===== src/rtl/core/longest_ones_run_with_k_flips_unit_assert.svh =====
// Assertion macros for the RTL of the longest-ones-run block; only the zero queue uses them.
`ifndef LONGEST_ONES_RUN_WITH_K_FLIPS_UNIT_ASSERT_SVH
`define LONGEST_ONES_RUN_WITH_K_FLIPS_UNIT_ASSERT_SVH

// Same-cycle implication, masked during reset.
`define LOKF_ASSERT_NOW(label, clk, rst, ante, cons) \
  label: assert property (@(posedge clk) disable iff (rst) (ante) |-> (cons)) \
    else $error("lokf: same-cycle check failed");

// Next-cycle implication, masked during reset.
`define LOKF_ASSERT_NEXT(label, clk, rst, ante, cons) \
  label: assert property (@(posedge clk) disable iff (rst) (ante) |=> (cons)) \
    else $error("lokf: next-cycle check failed");

`endif


===== src/rtl/core/lokf_pkg.sv =====
`timescale 1ns / 1ps
`default_nettype none

package lokf_pkg;

  localparam int unsigned MAX_LEN_DEFAULT        = 65536;
  localparam int unsigned MAX_FLIP_DEPTH_DEFAULT = 256;

  localparam int unsigned MAX_FLIPS_W   = 8;
  localparam int unsigned BEST_LENGTH_W = 17;
  localparam int unsigned BEST_POS_W    = 16;
  localparam int unsigned IN_TDATA_W    = 8;
  localparam int unsigned OUT_TDATA_W   = 56;

  // Zero-queue command for one accepted bit.
  typedef struct packed {
    logic push;
    logic pop;
    logic flush;
  } q_cmd_t;

endpackage

`default_nettype wire


===== src/rtl/core/lokf_window.sv =====
`timescale 1ns / 1ps
`default_nettype none

module lokf_window #(
  parameter int unsigned MAX_LEN = lokf_pkg::MAX_LEN_DEFAULT,
  parameter int unsigned DEPTH   = lokf_pkg::MAX_FLIP_DEPTH_DEFAULT,
  parameter int unsigned POS_W   = 16,
  parameter int unsigned POS_CW  = 17,
  parameter int unsigned CNT_W   = 9
) (
  input  wire                                 clk,
  input  wire                                 rst,
  input  wire                                 accept,
  input  wire                                 bit_value,
  input  wire                                 last_bit,
  input  wire [lokf_pkg::MAX_FLIPS_W-1:0]     max_flips,
  input  wire [CNT_W-1:0]                     q_count,
  input  wire [POS_W-1:0]                     q_head_val,
  output lokf_pkg::q_cmd_t                    q_cmd,
  output logic [POS_W-1:0]                    q_push_pos,
  output logic [POS_CW-1:0]                   res_len,
  output logic [POS_CW-1:0]                   res_from,
  output logic [POS_W-1:0]                    res_to,
  output logic                                res_overflow
);

  localparam int unsigned CMP_W = (CNT_W > lokf_pkg::MAX_FLIPS_W) ? CNT_W
                                                                   : lokf_pkg::MAX_FLIPS_W;

  logic [POS_CW-1:0] position;
  logic [POS_CW-1:0] window_left;
  logic [POS_CW-1:0] best_len;
  logic [POS_CW-1:0] best_from;
  logic [POS_W-1:0]  best_to;
  logic              overflow_seen;

  logic              active;
  logic [POS_W-1:0]  p;
  logic [POS_CW-1:0] p_plus1;
  logic [CMP_W-1:0]  mf_ext;
  logic [CMP_W-1:0]  limit;
  logic              no_flips;
  logic              is_zero;
  logic              pop;
  logic [POS_CW-1:0] wl_step;
  logic [POS_CW-1:0] len;

  assign active  = position < POS_CW'(MAX_LEN);
  assign p       = POS_W'(position);
  assign p_plus1 = position + POS_CW'(1);

  assign mf_ext   = CMP_W'(max_flips);
  assign limit    = (mf_ext > CMP_W'(DEPTH)) ? CMP_W'(DEPTH) : mf_ext;
  assign no_flips = limit == '0;
  assign is_zero  = active && !bit_value;
  assign pop      = is_zero && !no_flips && (CMP_W'(q_count) >= limit);

  always_comb begin
    if (is_zero && no_flips) begin
      wl_step = p_plus1;
    end else if (pop) begin
      wl_step = POS_CW'(q_head_val) + POS_CW'(1);
    end else begin
      wl_step = window_left;
    end
  end

  assign len = (p_plus1 >= wl_step) ? p_plus1 - wl_step : '0;

  // Strictly longer windows only, so the earliest best one is kept.
  always_comb begin
    res_len      = best_len;
    res_from     = best_from;
    res_to       = best_to;
    res_overflow = overflow_seen | !active;
    if (active && (len > best_len)) begin
      res_len  = len;
      res_from = wl_step;
      res_to   = p;
    end
  end

  assign q_cmd.push  = accept && is_zero && !no_flips;
  assign q_cmd.pop   = accept && pop;
  assign q_cmd.flush = accept && (last_bit || (is_zero && no_flips));
  assign q_push_pos  = p;

  always_ff @(posedge clk) begin
    if (rst) begin
      position      <= '0;
      window_left   <= '0;
      best_len      <= '0;
      best_from     <= '0;
      best_to       <= '0;
      overflow_seen <= 1'b0;
    end else if (accept) begin
      if (last_bit) begin
        position      <= '0;
        window_left   <= '0;
        best_len      <= '0;
        best_from     <= '0;
        best_to       <= '0;
        overflow_seen <= 1'b0;
      end else begin
        if (active) begin
          position <= p_plus1;
        end
        window_left   <= active ? wl_step : window_left;
        best_len      <= res_len;
        best_from     <= res_from;
        best_to       <= res_to;
        overflow_seen <= res_overflow;
      end
    end
  end

endmodule

`default_nettype wire


===== config.mk =====
export PLATFORM = sky130hd
export DESIGN_NAME = lokf_window
export DESIGN_NICKNAME = d
export VERILOG_FILES = /design/src/rtl/core/longest_ones_run_with_k_flips_unit_assert.svh /design/src/rtl/core/lokf_pkg.sv /design/src/rtl/core/lokf_window.sv
export SDC_FILE = /design/constraint.sdc
export NUM_CORES = 1
export LEC_CHECK = 0
export ABC_AREA = 1
export ABC_CLOCK_PERIOD_IN_PS = 8800
export BUFFER_PORTS_ARGS = -buffer_cell sky130_fd_sc_hd__buf_2
export CORE_AREA = 2 2 137 112
export DETAILED_ROUTE_END_ITERATION = 8
export DIE_AREA = 0 0 139 114
export GPL_TIMING_DRIVEN = 0
export PLACE_DENSITY = 0.69
export SLEW_MARGIN = 20
export SYNTH_ARGS = -nofsm -noshare
export SYNTH_HDL_FRONTEND = slang
export SYNTH_SLANG_ARGS = --single-unit

===== constraint.sdc =====
create_clock -name clk -period 8.8 [get_ports clk]
set_input_delay 1.32 -clock clk [delete_from_list [all_inputs] [get_ports clk]]
set_output_delay 1.32 -clock clk [all_outputs]
set_load 0.005 [all_outputs]

# Yosys cells after proc, flatten, opt, wreduce, memory -nomap -nowiden
# Cells that the tools add are included.
dict set report totals {
  inputBits 38
  regBits 85
  out_inout_bits 70
  word_cells 46
}
dict set report op_classes {
  n_addsub 3
  magnitude_cmp 5
  n_mux 15
  n_reduce_logical 16
  n_bitwise 1
}
# cell count
set ops {}
lappend ops {{two-way mux 17 bit} 11}
lappend ops {{two-way mux 16 bit} 2}
lappend ops {{adder 16 x 1 -> 17 bit, second input constant} 1}
lappend ops {{adder 17 x 1 -> 17 bit, second input constant} 1}
lappend ops {{greater-or-equal comparator 17 bit} 1}
lappend ops {{greater-than comparator 17 bit} 1}
lappend ops {{less-than comparator 17 bit, second input constant} 1}
lappend ops {{subtractor 17 bit} 1}
lappend ops {{greater-or-equal comparator 9 bit} 1}
lappend ops {{greater-than comparator 8 x 9 -> 1 bit, second input constant} 1}
lappend ops {{logical AND 1 bit} 9}
lappend ops {{logical NOT 9 bit} 1}
lappend ops {{two-way mux 9 bit} 1}
lappend ops {{logical NOT 1 bit} 3}
lappend ops {{AND reduction 2 bit} 1}
lappend ops {{nonzero test 2 bit} 1}
lappend ops {{logical OR 1 bit} 1}
lappend ops {{two-way mux 1 bit} 1}
lappend ops {{OR 1 bit} 1}

# Depth between registers and ports, before layout
# Gate-level depths: netlist of the first run.
dict set report logic_depth {
  depth_word 14
  ltp_mapped 42
  depth_no_buf 40
}

# Worst setup path before layout of the first run
# OpenSTA, ideal clock, no wires.
dict set report synth_path {
  path_type {input to output}
  from {input max_flips[3] (netlist name)}
  to {output res_len[12]}
  setup_slack_ns 1.530
  stages 36
  arrival_ns 5.950
  t_required_ns 7.480
  n_path_buf 3
  cell_sequence {inv_1 ha_1 nand2_1 nor2_1 nand2_1 nand2_1 nor2_1 nand2_2 nand2_4 clkbuf_1 a21oi_1 o21ai_0 o21ai_0 ha_1 a21oi_1 o21ai_0 a211oi_1 nand2_1 a21oi_2 nand2_4 buf_12 inv_1 nor2_1 ha_1 nand2_1 nor3_1 a21oi_1 a31o_2 a21oi_1 o21ai_0 o311ai_0 nand2_1 inv_1 buf_2 nand3b_2 nand2_2}
}
dict set report synth_between {
  elab_chain_len 13
  elab_cells_between_ends 16
  cone_classes {1 x add/sub; 4 x order compare; 5 x mux; 6 x reduce/logical}
}
# element line_no
set synth_lines {}
lappend synth_lines {{start, declared} lokf_window.sv:16} ;# input wire [lokf_pkg::MAX_FLIPS_W-1:0] max_flips,
lappend synth_lines {{greater-than comparator 8 x 9 -> 1 bit} lokf_window.sv:53} ;# assign limit = (mf_ext > CMP_W'(DEPTH)) ? CMP_W'(DEPTH) : mf_ext;
lappend synth_lines {{two-way mux 9 bit (*)} lokf_window.sv:53}
lappend synth_lines {{parallel branches: the longest is 5 deep, another holds greater-or-equal comparator 9 bit} --}
lappend synth_lines {{two-way mux 17 bit (*)} lokf_window.sv:59} ;# if (is_zero && no_flips) begin
lappend synth_lines {{subtractor 17 bit or greater-or-equal comparator 17 bit (tied branches)} lokf_window.sv:68} ;# assign len = (p_plus1 >= wl_step) ? p_plus1 - wl_step : '0;
lappend synth_lines {{two-way mux 17 bit (*)} lokf_window.sv:68}
lappend synth_lines {{greater-than comparator 17 bit} lokf_window.sv:76} ;# if (active && (len > best_len)) begin
lappend synth_lines {{logical AND 1 bit} lokf_window.sv:76}
lappend synth_lines {{two-way mux 17 bit (*)} lokf_window.sv:76}
lappend synth_lines {{end, declared} lokf_window.sv:21} ;# output logic [POS_CW-1:0] res_len,
# Every way passes the cells marked *.

# Worst setup path in the final report of the first run
dict set report layout_path {
  from {input max_flips[4] (netlist name)}
  to {output res_len[16]}
}
# The elaborated chain is that of the path after synthesis.

==> impl_metrics.toml, run 1 <==
[status]
status = "finished, final reports clean"

[yosys]
syn-cell-area_sq_um = 6660
synth_edf_count = 0
avgSynthCellArea_sq_um = 6.52
synthFlopType = "dfxtp_1"
yosys_register_bits = 85
syn_inst = 1021
synth.yosys.warnings = 0
synth_cell_types = 52
async_flop_share_pct = 0
synth_seq_area_share_pct = 25.5
syn-num-nets = 1102

[place]
globalplace.congestion = 0.931
placed_cell_area_sq_um = 7430
dp_hpwl_um = 16200
place_worst_setup_slack_ps = 59.5
numPortBuffers = 106

[setup_path]
worstPathMaxFanout = 10
crit_arrival_ps = 7010
path_class = "in -> out"
cpPeakStageDelay_ps = 470
cp.required_ps = 7480
startpoint_type = "primary input"
end_kind = "output pin"
cpMaxStageDelayCell = "ha_1"
cp_common_cell = "nand2_1"

[pwr]
power_uw = 1550
net-switching-power_uw = 697
power_frac_clock_pct = 25.6
p_leak_uw = 0.00363
p_int_uw = 856
seqPwrFrac_pct = 26.1
switching_share_pct = 44.9
p_per_area_nw_per_um2 = 199
vdd_drop_max_uv = 206
comb_power_share_pct = 48.3

[routing]
routedWlPerCell_um = 15.6
dr.pass1.iters = 5
drtIter0Drc = 602
antenna_left = 0
routed_via_density = 5.21
drc = 0
route.final.wire_length_um = 20800
vias = 6960

[final_layout]
final_common_cell = "nand2_1"
regArea_sq_um = 1700
final_nets = 1222
design_area_sq_um = 7790
area_delta_synth_final_pct = 17.0
diodes = 0
multiInputGateArea_sq_um = 4190
drive_above_1_share_pct = 21.0
fill_cells = 1502
most-common-layout-cells = "303 x nand2_1, 114 x inv_1, 108 x a21oi_1, 107 x buf_2, 85 x dfxtp_1"
utilization_pct = 53.3

[sta]
clock.fmax_ghz = 0.120
hold_viol = 0
fin_crit_ps = 8330
finalSetupViolCount = 0
min_period_over_period_pct = 94.6
worst_slew_pin_slew_ps = 759
finalSetupTns_ps = 0
setup_ws_ps = 475
relSlewSlack_pct = 49.2
fin_worst_skew_ps = 7.95
maxSlewViolCount = 0

[cts]
cts-htree-levels = 3
cts_tree = "done"
cts_num_sinks = 85
cts-root-buf = "clkbuf_16"
clk_latency_ps = 360
cts.clk_slew.worst_paths_ps = 60
cts_buffers = 9
clockBufferDepth = 2

[floorplanning]
core-area_sq_um = 14600
start_util_pct = 45.6
fp.dieW_um = 139
dieHeight_um = 114
fp-row-count = 40
io_pins = 108
dieArea_sq_um = 15800

[flow_run]
drv_cap = 0

[global_route]
grt_pass1_vias = 6340
overflow = 0
track_usage_pct = 26.5
antenna_found_initial = 0
grt_max_degree = 16
grt_pass1_wl_um = 33000

[worst_hold_path]
hold_class = "reg -> reg"
## cells in the mapped netlist (2+ instances only)
library cell,number,area share [%]
buf_2,2,0.15
nand3_1,35,2.6
nor3_1,16,1.2
o21a_1,2,0.23
a21oi_2,7,0.92
nand2_1,304,17
a21oi_1,109,8.2
a211oi_1,2,0.23
nor2_1,49,2.8
buf_4,16,1.8
or2_2,13,1.2
nand3_2,8,1.2
nand3b_1,6,0.68
o21ai_0,56,4.2
o211ai_1,8,0.90
o21ai_2,7,0.92
nand2_2,14,1.3
o22ai_1,5,0.47
inv_1,115,6.5
nor2_4,2,0.34
inv_2,5,0.28
nor2_2,2,0.19
nand2_4,4,0.68
dfxtp_1,85,26
nand4_1,8,0.75
o21ai_1,3,0.23
nor4_1,4,0.38
xnor2_1,8,1.1
nand3_4,6,1.6
a21boi_0,5,0.56
buf_6,3,0.51
ha_1,42,7.9
clkbuf_1,33,1.9
xor2_1,19,2.5
## critical path: cells and delay by family
| kind | cells | cell delay, ps |
|---|---|---|
| AO/OA/AOI/OAI | 10 | 1800 |
| AND/OR/NAND/NOR | 16 | 1660 |
| adder cells (fa/ha/maj) | 3 | 1100 |
| buffers and inverters | 7 | 1110 |
## metal layers
layer | GRT usage (%) | routed length, um | part of all wire [%]
met1 | 36.8 | 9710 | 47
met4 | 9.56 | 718 | 3.5
met3 | 4.70 | 1540 | 7.4
met5 | 0 | 0 | 0
met2 | 41.6 | 8820 | 42
## per-stage QoR
step,cells,hold WS (ps)
5_1_grt,1335,480
3_5_place_dp,1316,457
2_1_floorplan,1021,442
4_1_cts,1332,466
6_report,1335,465
3_3_place_gp,1316,453
## registers in the layout (all words and copies together), names as in the netlist
signal and cells:
best_from 17, best_len 17, position 17, window_left 17
best_to 16, overflow_seen 1
## cell families (layout without fill, tap and decap cells)
family                     Yosys count  in the layout  synth area share (%)
and+or+nand+nor                    477            478                  33.1
AOI/OAI and AO/OA                  209            209                  17.6
buffers and inverters              180            304                  12.0
DFF                                 85             85                  25.5
adders and majority gates           43             43                  8.19
xor gates and xnor gates            27             27                  3.55
## worst paths after layout
path,slack [ps],end,startpoint,cells after the start
setup / recovery,470,res_len[16],max_flips[4],36
hold / removal,460,best_len[10],best_len[10],2
setup reg to reg,2390,best_from[5],position[0],32
hold reg to reg,460,best_len[10],best_len[10],2
## power groups by stage
stage               clock network (uW)  logic, uW  registers, uW
floorplan                            0        433            413
global placement                     0        680            414
detailed placement                   0        684            415
CTS                                398        686            406
global route                       412        818            408
finish                             398        750            406
## repair_timing
item / in CTS / in global routing
resized for setup: 0 / 54
hold buffers: 0 / 0
endpoints found under the setup margin: 0 / 50
endpoints found under the hold margin: 0 / 0
buffers inserted: 0 / 2
## final cells by class
class	instances	area share [%]
plain buffers	59	4.64
clock buffers	10	2.94
clock inverters	6	0.883
inverters	121	5.88
multi-input cells	757	53.8
flip-flops and latches	85	21.8
well taps	189	3.04
repair buffers	108	7.00
No activity file was read; power rests on OpenSTA's default activity.
==> run 2: changes to the inputs <==
Settings changed: ABC_AREA 1 to unset, CORE_AREA 2 2 137 112 to 2 2 135 111, DIE_AREA 0 0 139 114 to 0 0 137 113.
==> impl_metrics.toml, run 2 <==
[global_route]
grt_pass1_vias = 5943
track_usage_pct = 26.2
grt_pass1_wl_um = 31600
overflow = 0
grt_max_degree = 16
antenna_found_initial = 0

[cts]
cts-htree-levels = 3
cts_hold_buf = 0
cts-root-buf = "clkbuf_16"
clockBufferDepth = 2
clk_latency_ps = 360
cts_num_sinks = 85
cts_buffers = 9
cts.clk_slew.worst_paths_ps = 70
cts_tree = "done"

[place]
numPortBuffers = 106
placed_cell_area_sq_um = 7240
dp_hpwl_um = 15300
place_worst_setup_slack_ps = -1880
globalplace.congestion = 0.979

[setup_path]
crit_arrival_ps = 7280
cp.required_ps = 7480
startpoint_type = "primary input"
crit_family = "compound AO/OA/AOI/OAI gates"
path_class = "in -> out"
path_buf_inv = 10
worstPathMaxFanout = 10
r2r-start = "position[0]"
cpMaxStageDelayCell = "or4_4"
cp_common_cell = "buf_2"
reg2reg_slack_ps = 1420
end_kind = "output pin"
reg2reg_depth = 31
worst-path-stages = 34
cpPeakStageDelay_ps = 450
r2r-end = "best_len[16]"

[status]
status = "finished, final reports clean"

[pwr]
p_leak_uw = 0.00361
p_per_area_nw_per_um2 = 150
vdd_drop_max_uv = 108

[floorplanning]
dieArea_sq_um = 15500
start_util_pct = 46.1
fp.dieW_um = 137
fp-row-count = 39
core-area_sq_um = 14100
dieHeight_um = 113
io_pins = 108

[sta]
worst_slew_pin_slew_ps = 715
finalSetupViolCount = 0
relSlewSlack_pct = 52.4
fin_crit_ps = 8600
maxSlewViolCount = 0
fin_worst_skew_ps = 8.27
min_period_over_period_pct = 97.8
setup_ws_ps = 198
hold_viol = 0
clock.fmax_ghz = 0.116

[yosys]
syn_inst = 874
synth_area_leaders = "dfxtp_1 26%, ha_1 8.1%, nor2_1 7.5%"
synth_seq_area_share_pct = 26.2
avgSynthCellArea_sq_um = 7.42
synth_top_area_cell = "dfxtp_1"
syn-num-nets = 955
synthFlopType = "dfxtp_1"
async_flop_share_pct = 0
yosys_register_bits = 85
synth_cell_types = 65
yosys.area.top_type_share_pct = 26.2
syn-cell-area_sq_um = 6480
synth.yosys.warnings = 0
synth_edf_count = 0
synth_commonest_cells = "130 x nor2_1, 85 x dfxtp_1, 70 x a21oi_1"
synthMostInstantiatedCell = "nor2_1"

[final_layout]
drive_above_1_share_pct = 26.1
final_common_cell = "nor2_1"
final_nets = 1086
area_delta_synth_final_pct = 25.4
design_area_sq_um = 8130
diodes = 0
most-common-layout-cells = "128 x nor2_1, 109 x buf_2, 85 x dfxtp_1, 67 x nand2_1, 62 x a21oi_1"

[routing]
dr.pass1.iters = 5
route.final.wire_length_um = 20500
routed_via_density = 5.65
routedWlPerCell_um = 17.2
drtIter0Drc = 499
antenna_left = 0
vias = 6744
drc = 0

[worst_hold_path]
hold_class = "reg -> reg"
whs_path_depth = 2
holdCritStartpoint = "best_len[11]"
holdPathEnd = "best_len[11]"

[flow_run]
drv_cap = 0
run 2: changes by cell type after synthesis, moves of 14 or more:
cell	delta
nand2_2	-14
a21o_1	+24
nor2_1	+81
a21oi_1	-39
o31ai_1	+14
inv_1	-68
xnor2_1	+14
a22oi_1	+26
mux2_2	+18
nor2b_1	+34
nand2_1	-235
run 2: layout make-up:
cell class | count | area, sq um
Inverter | 47 | 176
Buffer | 63 | 432
Timing Repair Buffer | 128 | 696
Clock buffer | 10 | 239
Multi-Input combinational cell | 671 | 4590
Clock inverter | 6 | 67.6
Fill cell | 1362 | 5920
Tap cell | 184 | 230
Sequential cell | 85 | 1700
run 2: cell families (layout without fill, tap and decap cells):
logic type	after synthesis	after routing	share of synthesized area (%)
buffers and inverters	118	254	8.01
adders and majority gates	44	44	8.57
AOI/OAI and AO/OA	240	240	24.2
DFF	85	85	26.2
xor gates and xnor gates	43	43	5.81
muxes	20	20	3.43
and+or+nand+nor	324	324	23.8
run 2: per-stage QoR:
stage                     total power, uW  hold slack, ps  TNS, ps  cells  utilization (%)
after floorplan                       607             429        0    874                -
after global routing                 1270             491    -1650   1194             57.9
after global placement                714             442   -87330   1164             51.5
after CTS                            1170             474        0   1182             55.7
final                                1220             469        0   1194             57.9
after detailed placement              715             451   -85180   1164             51.5
run 2: per-layer routing:
layer	GRT usage, %	routed length [um]
met1	39.4	9530
met2	37.4	8570
met3	7.08	2140
met4	4.60	283
met5	0	0
run 2: timing repair:
item,4_1_cts,5_1_grt
setup endpoints to repair,61,50
pin swaps,9,16
resized for setup,66,56
buffers inserted,10,12
run 2: how the worst max path moves through the flow:
| stage | startpoint | to | slack (ps) |
|---|---|---|---|
| floorplan | max_flips[7] | res_from[16] | 130 |
| global placement | max_flips[2] | res_from[15] | -1910 |
| detailed placement | max_flips[2] | res_from[15] | -1880 |
| CTS | max_flips[7] | res_len[3] | 20 |
| global route | max_flips[7] | res_from[16] | -80 |
| finish | max_flips[7] | res_from[1] | 200 |
run 2: worst min-delay path: cells and delay by family (launching register included):
| kind | cells | cell delay (ps) |
|---|---|---|
| simple gates | 1 | 50 |
| flops | 1 | 320 |
| compound gates | 1 | 50 |
run 2: report_power, final:
part | total, uW | internal (uW) | switching [uW] | leakage, uW
Sequential | 393 | 390 | 3.47 | 0.000686
Clock | 406 | 229 | 176 | 0.000145
Combinational | 419 | 171 | 249 | 0.00278
Total | 1220 | 790 | 429 | 0.00361
